===== config.mk =====
export PLATFORM = sky130hd
export DESIGN_NAME = varint_length_frame_decoder
export DESIGN_NICKNAME = d
export VERILOG_FILES = /design/src/design/vlfd_pkg.sv /design/src/design/vlfd_in_reg.sv /design/src/design/vlfd_decoder.sv /design/src/design/vlfd_out_reg.sv /design/src/design/varint_length_frame_decoder.sv
export SDC_FILE = /design/constraint.sdc
export NUM_CORES = 1
export LEC_CHECK = 0
export ABC_AREA = 1
export BUFFER_PORTS_ARGS = -buffer_cell sky130_fd_sc_hd__buf_4
export CORE_ASPECT_RATIO = 1.5
export CORE_MARGIN = 8
export CORE_UTILIZATION = 54
export CTS_CLUSTER_DIAMETER = 60
export DETAILED_ROUTE_END_ITERATION = 7
export GPL_ROUTABILITY_DRIVEN = 0
export PLACE_DENSITY = 0.73
export SYNTH_ARGS = -nofsm -noshare
export SYNTH_HDL_FRONTEND = slang
export SYNTH_SLANG_ARGS = --single-unit

===== constraint.sdc =====
create_clock -name clk -period 4 [get_ports clk]
set_input_delay 1.2 -clock clk [delete_from_list [all_inputs] [get_ports clk]]
set_output_delay 1.2 -clock clk [all_outputs]
set_load 0.03 [all_outputs]

===== src/design/vlfd_pkg.sv =====
// Types and constants of the varint length-prefixed frame decoder.
`default_nettype none

package vlfd_pkg;

  localparam int SEG_BITS = 7;
  localparam int CONT_BIT = 7;
  localparam int LEN_W = 31;
  localparam logic [LEN_W-1:0] MAX_LEN_RESET = 31'd32768;

  typedef enum logic [1:0] {
    ERR_NONE        = 2'd0,
    ERR_PREFIX_LONG = 2'd1,
    ERR_OVER_MAX    = 2'd2,
    ERR_TRUNCATED   = 2'd3
  } err_code_t;

  typedef struct packed {
    logic [7:0] in_byte;
    logic       end_of_stream;
  } in_item_t;

  typedef struct packed {
    logic [7:0] payload_byte;
    logic       first_of_frame;
    logic       last_of_frame;
    logic       empty_frame;
    err_code_t  error_code;
  } result_t;

endpackage

`default_nettype wire


===== src/design/vlfd_in_reg.sv =====
// Input register stage of the frame decoder.
`default_nettype none

module vlfd_in_reg (
  input  wire logic              clk,
  input  wire logic              rst,
  input  wire logic              s_valid,
  output logic                   s_ready,
  input  wire vlfd_pkg::in_item_t s_item,
  input  wire logic              take,
  output logic                   valid,
  output vlfd_pkg::in_item_t     item
);
  import vlfd_pkg::*;

  assign s_ready = !valid || take;

  always_ff @(posedge clk) begin
    if (rst) begin
      valid <= 1'b0;
    end else if (s_ready) begin
      valid <= s_valid;
    end
  end

  always_ff @(posedge clk) begin
    if (s_valid && s_ready) begin
      item <= s_item;
    end
  end

endmodule

`default_nettype wire


===== src/design/vlfd_decoder.sv =====
// Prefix and payload decode with frame state and the length limit register.
`default_nettype none

module vlfd_decoder #(
  parameter int MAX_PREFIX_BYTES = 5
) (
  input  wire logic                      clk,
  input  wire logic                      rst,
  input  wire logic                      cfg_we,
  input  wire logic [vlfd_pkg::LEN_W-1:0] cfg_wdata,
  input  wire logic                      step,
  input  wire vlfd_pkg::in_item_t        item,
  output logic                           res_valid,
  output vlfd_pkg::result_t              res
);
  import vlfd_pkg::*;

  localparam int ACC_W = SEG_BITS * MAX_PREFIX_BYTES;
  localparam int CNT_W = (MAX_PREFIX_BYTES > 1) ? $clog2(MAX_PREFIX_BYTES) : 1;
  localparam int CMP_W = (ACC_W > LEN_W) ? ACC_W : LEN_W;

  logic [LEN_W-1:0] max_len;
  logic             in_payload, in_payload_next;
  logic [ACC_W-1:0] length_accum, length_accum_next;
  logic [CNT_W-1:0] prefix_count, prefix_count_next;
  logic [LEN_W-1:0] bytes_left, bytes_left_next;
  logic             at_first, at_first_next;

  logic [ACC_W-1:0] full;
  logic [CMP_W-1:0] full_ext;
  logic [CMP_W-1:0] max_ext;

  always_comb begin
    full = length_accum;
    for (int i = 0; i < MAX_PREFIX_BYTES; i++) begin
      if (prefix_count == CNT_W'(i)) begin
        full[i*SEG_BITS +: SEG_BITS] = full[i*SEG_BITS +: SEG_BITS] |
                                       item.in_byte[SEG_BITS-1:0];
      end
    end
    full_ext = CMP_W'(full);
    max_ext  = CMP_W'(max_len);
  end

  always_comb begin
    in_payload_next   = in_payload;
    length_accum_next = length_accum;
    prefix_count_next = prefix_count;
    bytes_left_next   = bytes_left;
    at_first_next     = at_first;
    res_valid         = 1'b0;
    res               = '0;
    res.error_code    = ERR_NONE;
    if (item.end_of_stream) begin
      in_payload_next   = 1'b0;
      length_accum_next = '0;
      prefix_count_next = '0;
      bytes_left_next   = '0;
      at_first_next     = 1'b1;
      if (in_payload || prefix_count != '0) begin
        res_valid      = 1'b1;
        res.error_code = ERR_TRUNCATED;
      end
    end else if (in_payload) begin
      res_valid          = 1'b1;
      res.payload_byte   = item.in_byte;
      res.first_of_frame = at_first;
      res.last_of_frame  = (bytes_left <= LEN_W'(1));
      at_first_next      = 1'b0;
      if (bytes_left != '0) begin
        bytes_left_next = bytes_left - LEN_W'(1);
      end
      if (bytes_left <= LEN_W'(1)) begin
        in_payload_next   = 1'b0;
        length_accum_next = '0;
        prefix_count_next = '0;
        bytes_left_next   = '0;
        at_first_next     = 1'b1;
      end
    end else if (item.in_byte[CONT_BIT]) begin
      if (prefix_count == CNT_W'(MAX_PREFIX_BYTES - 1)) begin
        length_accum_next = '0;
        prefix_count_next = '0;
        bytes_left_next   = '0;
        at_first_next     = 1'b1;
        res_valid         = 1'b1;
        res.error_code    = ERR_PREFIX_LONG;
      end else begin
        length_accum_next = full;
        prefix_count_next = prefix_count + 1'b1;
      end
    end else if (full_ext > max_ext) begin
      length_accum_next = '0;
      prefix_count_next = '0;
      bytes_left_next   = '0;
      at_first_next     = 1'b1;
      res_valid         = 1'b1;
      res.error_code    = ERR_OVER_MAX;
    end else if (full == '0) begin
      length_accum_next = '0;
      prefix_count_next = '0;
      bytes_left_next   = '0;
      at_first_next     = 1'b1;
      res_valid         = 1'b1;
      res.empty_frame   = 1'b1;
    end else begin
      in_payload_next   = 1'b1;
      length_accum_next = '0;
      prefix_count_next = '0;
      bytes_left_next   = full_ext[LEN_W-1:0];
      at_first_next     = 1'b1;
    end
  end

  always_ff @(posedge clk) begin
    if (rst) begin
      max_len      <= MAX_LEN_RESET;
      in_payload   <= 1'b0;
      length_accum <= '0;
      prefix_count <= '0;
      bytes_left   <= '0;
      at_first     <= 1'b1;
    end else begin
      if (cfg_we) begin
        max_len <= cfg_wdata;
      end
      if (step) begin
        in_payload   <= in_payload_next;
        length_accum <= length_accum_next;
        prefix_count <= prefix_count_next;
        bytes_left   <= bytes_left_next;
        at_first     <= at_first_next;
      end
    end
  end

endmodule

`default_nettype wire


===== src/design/vlfd_out_reg.sv =====
// Output register stage of the frame decoder.
`default_nettype none

module vlfd_out_reg (
  input  wire logic              clk,
  input  wire logic              rst,
  input  wire logic              load,
  input  wire vlfd_pkg::result_t res,
  output logic                   space,
  output logic                   m_valid,
  input  wire logic              m_ready,
  output vlfd_pkg::result_t      m_res
);
  import vlfd_pkg::*;

  assign space = !m_valid || m_ready;

  always_ff @(posedge clk) begin
    if (rst) begin
      m_valid <= 1'b0;
    end else if (load) begin
      m_valid <= 1'b1;
    end else if (m_ready) begin
      m_valid <= 1'b0;
    end
  end

  always_ff @(posedge clk) begin
    if (load) begin
      m_res <= res;
    end
  end

endmodule

`default_nettype wire


===== src/design/varint_length_frame_decoder.sv =====
// Top level of the varint length-prefixed frame decoder.
// Input stream: one received byte per request on s_axis; tuser set marks
// the end of the connection, which resets the frame state.
// Output stream: one request per payload byte, empty frame or error on
// m_axis; tlast marks the last byte of a frame, tuser carries first-byte,
// empty-frame and error code.
// The length limit is written via cfg_we / cfg_wdata, by the user only while idle;
// the block does not enforce it. Prefix bytes and a clean end of stream give no
// output request.
// Path: input register, then decode into the output register when it has space.
// Throughput: one byte per cycle when the output is not stalled; the decode of a byte
// is a single pass of prefix merge, a 35-bit length compare and a 31-bit decrement.
// Reset: synchronous; both stages empty, frame state cleared, length limit
// back to 32768.
// Stall: while m_axis_tready is low the result holds; the input register takes
// one byte only if empty, then s_axis_tready stays low until space frees.
`default_nettype none

module varint_length_frame_decoder #(
  parameter int MAX_PREFIX_BYTES = 5
) (
  input  wire logic                      clk,
  input  wire logic                      rst,
  input  wire logic                      cfg_we,
  input  wire logic [vlfd_pkg::LEN_W-1:0] cfg_wdata,      // max_frame_length
  input  wire logic                      s_axis_tvalid,
  output logic                           s_axis_tready,
  input  wire logic [7:0]                s_axis_tdata,   // in_byte
  input  wire logic [0:0]                s_axis_tuser,   // end_of_stream
  output logic                           m_axis_tvalid,
  input  wire logic                      m_axis_tready,
  output logic [7:0]                     m_axis_tdata,   // payload_byte
  output logic                           m_axis_tlast,   // last_of_frame
  output logic [3:0]                     m_axis_tuser    // first_of_frame, empty_frame,
                                                         // error_code[1:0]
);
  import vlfd_pkg::*;

  in_item_t s_item;
  in_item_t item;
  logic     item_valid;
  logic     step;
  logic     space;
  logic     res_valid;
  result_t  res;
  result_t  m_res;

  assign s_item.in_byte       = s_axis_tdata;
  assign s_item.end_of_stream = s_axis_tuser[0];
  assign step = item_valid && space;

  vlfd_in_reg u_in_reg (
    .clk     (clk),
    .rst     (rst),
    .s_valid (s_axis_tvalid),
    .s_ready (s_axis_tready),
    .s_item  (s_item),
    .take    (step),
    .valid   (item_valid),
    .item    (item)
  );

  vlfd_decoder #(
    .MAX_PREFIX_BYTES (MAX_PREFIX_BYTES)
  ) u_decoder (
    .clk       (clk),
    .rst       (rst),
    .cfg_we    (cfg_we),
    .cfg_wdata (cfg_wdata),
    .step      (step),
    .item      (item),
    .res_valid (res_valid),
    .res       (res)
  );

  vlfd_out_reg u_out_reg (
    .clk     (clk),
    .rst     (rst),
    .load    (step && res_valid),
    .res     (res),
    .space   (space),
    .m_valid (m_axis_tvalid),
    .m_ready (m_axis_tready),
    .m_res   (m_res)
  );

  assign m_axis_tdata = m_res.payload_byte;
  assign m_axis_tlast = m_res.last_of_frame;
  assign m_axis_tuser = {m_res.error_code, m_res.empty_frame, m_res.first_of_frame};

endmodule

`default_nettype wire


# --- Word-level counts from Yosys, hierarchy flattened ---
# Cells that the tools add are included.
op_classes:
  addsub: 2
  magnitude_cmp: 2
  n_eq_ne: 7
  muxes: 49
  n_bitwise: 6
  n_reduce_logical: 18
ops:
  columns: ["cell", "n"]
  rows:
  - ["two-way mux 31 bit", 8]
  - ["two-way mux 35 bit", 5]
  - ["> comparator 35 x 31 -> 1 bit", 1]
  - ["zero test 35 bit", 1]
  - ["two-way mux 7 bit", 5]
  - ["bitwise OR 7 bit", 5]
  - ["<= comparator 31 x 1 -> 1 bit (second input constant)", 1]
  - ["nonzero test 31 bit", 1]
  - ["subtractor 31 x 1 -> 31 bit (second input constant)", 1]
  - ["two-way mux 1 bit", 21]
  - ["two-way mux 3 bit", 5]
  - ["two-way mux 2 bit", 5]
  - ["== test 3 x 2 -> 1 bit (second input constant)", 2]
  - ["inequality test 4 x 2 -> 1 bit (second input constant)", 1]
  - ["inequality test 4 bit (second input constant)", 1]
  - ["AND reduction 2 bit", 2]
  - ["OR reduction 4 bit", 1]
  - ["adder 3 x 1 -> 3 bit (second input constant)", 1]
  - ["== test 3 x 1 -> 1 bit (second input constant)", 1]
  - ["== test 3 bit (second input constant)", 1]
  - ["logical AND 1 bit", 3]
  - ["zero test 3 bit", 1]
  - ["logical OR 1 bit", 3]
  - ["inequality test 3 bit (second input constant)", 1]
  - ["other kinds (6)", 7]
totals:
  ff_bits: 126
  input_bits: 45
  out_inout_bits: 15

# --- Logic depth before layout (Yosys ltp) ---
logic_depth:
  word_depth: 10
  depth_mapped: 23

# --- By module ---
# Synthesis repeated with hierarchy kept, for this count alone.
hier_totals:
  cells_unflattened: 1041
  hier_area_um2: 7185.6
modules_own_cells:
  columns: ["module", "n_inst", "cells_per_inst", "area_per_inst_um2", "seq_area_each_um2"]
  rows:
  - ["vlfd_decoder", 1, 1004, 6417.4, 2042.0]
  - ["vlfd_out_reg", 1, 18, 432.9, 410.4]
  - ["vlfd_in_reg", 1, 15, 317.8, 290.3]
  - ["varint_length_frame_decoder", 1, 4, 17.5, 0.0]

# --- Worst setup path before layout ---
# OpenSTA, ideal clock, no wires.
synth_path:
  kind: "flip-flop to flip-flop"
  start: "register u_decoder.prefix_count[2]"
  end: "register, netlist name u_out_reg.m_res[0]"
  t_arrival_ns: 2.596
  required_time_ns: 3.599
  path_slack_ns: 1.002
  path_stages_with_launch: 16
  period_less_slack_ns: 2.998
  cell_sequence: "dfxtp_1 -> inv_2 -> ha_1 -> a21oi_1 -> inv_1 -> ha_1 -> nand2_1 -> nor2_1 -> nand2_1 -> nor3_1 -> nand2_1 -> nand3_1 -> nand2_1 -> nand2_1 -> nand2_1 -> o21ai_0"
synth_via:
  elab_chain_cells: 9
  word_cells_on_any_way: 22
  cone_classes: "order compare: 1; eq/ne: 4; mux: 12; reduce/logical: 5"
synth_lines:
  columns: ["item", "line_no", "source"]
  rows:
  - ["start: declaration", "vlfd_decoder.sv:25", "logic [CNT_W-1:0] prefix_count, prefix_count_next;"]
  - ["start signal: assignment", "vlfd_decoder.sv:130", "prefix_count <= prefix_count_next;"]
  - ["parallel branches: the longest is 7 deep, another holds > comparator 35 x 31 -> 1 bit", null, null]
  - ["two-way mux 1 bit (*)", "vlfd_decoder.sv:54", "if (item.end_of_stream) begin"]
  - ["logical AND 1 bit (*)", "varint_length_frame_decoder.sv:79", ".load (step && res_valid),"]
  - ["via u_out_reg.load", "vlfd_out_reg.sv:7", "input wire logic load,"]
# Mark *: on every way through the listed nets, which the timed path passes.
# A chain may end at the register's enable or synchronous reset.

# --- Final worst setup path ---
layout_path:
  start: "register u_decoder.prefix_count[2]"
  end: "register u_decoder.bytes_left[0]"
layout_via:
  elab_chain_cells: 8
  word_cells_on_any_way: 19
  cone_classes: "order compare: 1; eq/ne: 5; mux: 10; reduce/logical: 3"
layout_lines:
  columns: ["item", "line_no", "source"]
  rows:
  - ["parallel branches: the longest is 8 deep, another holds > comparator 35 x 31 -> 1 bit", null, null]
  - ["end signal: assignment", "vlfd_decoder.sv:131", "bytes_left <= bytes_left_next;"]
  - ["end: declaration", "vlfd_decoder.sv:26", "logic [LEN_W-1:0] bytes_left, bytes_left_next;"]
# Parallel ways; which one is timed is not known.

==> impl_metrics.toml <==
[power_and_ir_drop]
p_int_mw = 2.47
power_frac_comb_pct = 14.7
switching_share_pct = 28.3
switchingPower_mw = 0.976
p_per_area_nw_per_um2 = 425
p_clk_share_pct = 45.9
power_leakage_nw = 3.81
ir_drop_mv = 0.291
seqPwrFrac_pct = 39.4

[final_layout]
fillCellCount = 1173
n_antenna_cell = 0
syn2layout_area_growth_pct = 16.7
multi_input_area_um2 = 3560
seq_area_um2 = 2740
drive_gt1_share_pct = 11.5
nets = 1134
final_area_um2 = 8110

[drt]
drc = 0
drt_iter0_drc = 414
highest_layer = "met4"
route.vias.total = 6477
met1_length_um = 7210
met2WireLength_um = 9640
ant_nets = 0
postRouteWirelength_um = 18500
met3_length_um = 1000
drt_pass1_iterations = 7
wl_per_cell_um = 15.1
drt-vias-per-instance = 5.30

[cts]
post-cts-setup-buffers = 0
clk_pin_slew_ps = 60
cts_tree = "built"
ctsRootBufferMaster = "clkbuf_16"
clockBufferDepth = 2
cts_sinks = 126
insertion_delay_ps = 420
htree_levels = 4
ctsResizeCount = 0
cts-buffers-inserted = 17
holdBufCountCts = 0

[global_route]
antenna_found_initial = 0
grt_max_degree = 48
grt_overflow = 0
grt.total_usage_pct = 22.7
grt_pass1_vias = 6228
grt_pass1_wl_um = 30100

[timing]
hold_violations = 0
skew_ps = 6.62
fin_setup_tns_ps = 0
setup_viol = 0
min_period_ps = 3650
rsz0062_at_grt = "false"
period_share_pct = 91.3
maxSlewViolCount = 0
worstMarginPinSlew_ps = 795
timing.fmax_mhz = 274
max_slew_margin_pct = 47.0

[logic_synthesis]
synth_seq_cells = 126
syn_area_um2 = 6950
synth_cell_type_count = 40
synth_cells = 997
synth_area_leaders = "dfxtp_1 30%, nand2_1 15%, edfxtp_1 9.5%, a21oi_1 7.4%, inv_1 6.9%"
synth_top_area_share_pct = 29.9
synthesis.nets = 1080
seq_area_frac_synth_pct = 39.5
syn_area_per_cell_um2 = 6.97
yosys_warnings = 0
yosysTopAreaCell = "dfxtp_1"

[floorplanning]
initial_core_util_pct = 54.5
die_w_um = 109
io_pins = 60
dieArea_um2 = 16800
core-area_um2 = 12800
die_h_um = 155
rows = 51

[place]
dp_hpwl_um = 13700
portBuffers = 59
place_area_um2 = 7500

[critical_path]
crit_buf_inv = 3
slowest_stage = "o21ai_0"
path_max_fanout = 27
timing.critical_path.required_ps = 4360
cp-start-kind = "flop"
arrival_ps = 4010
cpMostUsedCell = "nand2_1"
path_delay_family = "simple AND/OR/NAND/NOR gates"
crit_type = "flop to flop"
cp-end-kind = "flop"
crit_chain = "inv_2, ha_1, inv_1, o21ai_0, ha_1, nand2_1, nor2_1, nand2_1, nor3_1, nand4_1, nand2_1, buf_4, nand3_1, nand2_1, nand2_1, a21oi_1"
crit_path_max_incr_delay_ps = 540

[run]
max_cap_violations = 0

[min_path]
hold_class = "flop to flop"

[run_status]
outcome = "complete, no violations"
## power groups by stage
stage / registers (mW) / clock network [mW] / logic (mW)
global route: 1.36 / 1.66 / 0.568
floorplan: 1.39 / 0 / 0.343
finish: 1.36 / 1.58 / 0.508
detailed placement: 1.39 / 0 / 0.501
CTS: 1.36 / 1.59 / 0.506
global placement: 1.39 / 0 / 0.496
## per-stage QoR
stage	std cells	hold slack (ps)	util, %	setup WS, ps	power, mW
final	1223	433	63.6	348	3.45
after global routing	1223	458	63.6	56.4	3.59
after CTS	1223	436	63.6	392	3.46
after detailed placement	1191	427	58.8	433	1.89
after global placement	1191	423	58.8	427	1.88
after floorplan	997	412	-	1000	1.74
## sequential cells by signal, indices dropped and copies added (netlist names), 3 cells and up
| name | flops |
|---|---|
| u_decoder.prefix_count | 3 |
| u_decoder.length_accum | 35 |
| u_decoder.bytes_left | 31 |
| u_decoder.max_len | 31 |
| u_in_reg.item | 9 |
| u_out_reg.m_res | 13 |
## synth_stat cells, drive strengths merged
| master | count |
|---|---|
| edfxtp | 22 |
| ha | 38 |
| o31ai | 4 |
| nor3 | 20 |
| or2 | 4 |
| a21o | 2 |
| clkinv | 1 |
| nand3 | 64 |
| o211ai | 1 |
| xnor2 | 7 |
| a31oi | 2 |
| a311oi | 1 |
| a211oi | 2 |
| xor2 | 13 |
| a21boi | 1 |
| o21ai | 50 |
| nand4 | 5 |
| clkbuf | 20 |
| nand2 | 274 |
| nand3b | 3 |
| dfxtp | 104 |
| nor2 | 111 |
| inv | 129 |
| nor4 | 2 |
| a21oi | 104 |
| buf | 13 |
## worst reg2reg max path, cell delays in order (launching register included)
cell	delay (ps)
dfxtp_1	390
inv_2	180
ha_1	260
inv_1	110
o21ai_0	540
ha_1	250
nand2_1	70
nor2_1	170
nand2_1	160
nor3_1	260
nand4_1	170
nand2_1	260
buf_4	360
nand3_1	160
nand2_1	90
nand2_1	50
a21oi_1	110
## cells in the final DEF, fill, tap and decap left out, types with 3 or more instances in the layout
master     count
a21oi_1      103
nand4_1        5
dfxtp_1      104
nor3_1        18
o21ai_1        7
nand3_1       62
clkbuf_16     18
nor2_2         3
o31ai_1        4
inv_6          3
clkinv_4       4
buf_4         68
nand2_1      269
o21ai_0       42
xor2_1        13
ha_1          38
inv_1        127
or2_2          4
xnor2_1        7
edfxtp_1      22
nor2_1       107
nand2_2        5
## worst paths after layout
check,from,endpoint,slack (ps),cells past startpoint
setup / recovery,u_decoder.prefix_count[2]$_SDFFE_PP0P_,u_decoder.bytes_left[0]$_SDFFE_PP0P_,350,16
hold reg to reg,u_decoder.length_accum[34]$_SDFFE_PP0P_,u_decoder.length_accum[34]$_SDFFE_PP0P_,430,2
hold / removal,u_decoder.length_accum[34]$_SDFFE_PP0P_,u_decoder.length_accum[34]$_SDFFE_PP0P_,430,2
setup reg to reg,u_decoder.prefix_count[2]$_SDFFE_PP0P_,u_decoder.bytes_left[0]$_SDFFE_PP0P_,350,16
## kinds of logic after synthesis
kind of cell    share of synthesized area, %
simple gates                            29.2
compound gates                          12.7
buf+inv                                 9.29
flops                                   39.5
fa+ha+maj                               6.84
xor+xnor                                2.52
## area by class of cell
class	instances	share of cell area, %
multi-input combinational	708	43.9
sequential	126	33.8
timing repair buffer	68	6.29
inverter	130	6.02
clock buffer	18	5.55
tap	159	2.45
clock inverter	14	1.94
## metal layers
metal	track usage (%)	vias to the layer above
met5	0	-
met1	24.9	2949
met3	4.22	49
li1	-	3303
met2	40.3	176
met4	11.4	0
No activity file was read; power rests on OpenSTA's default activity.
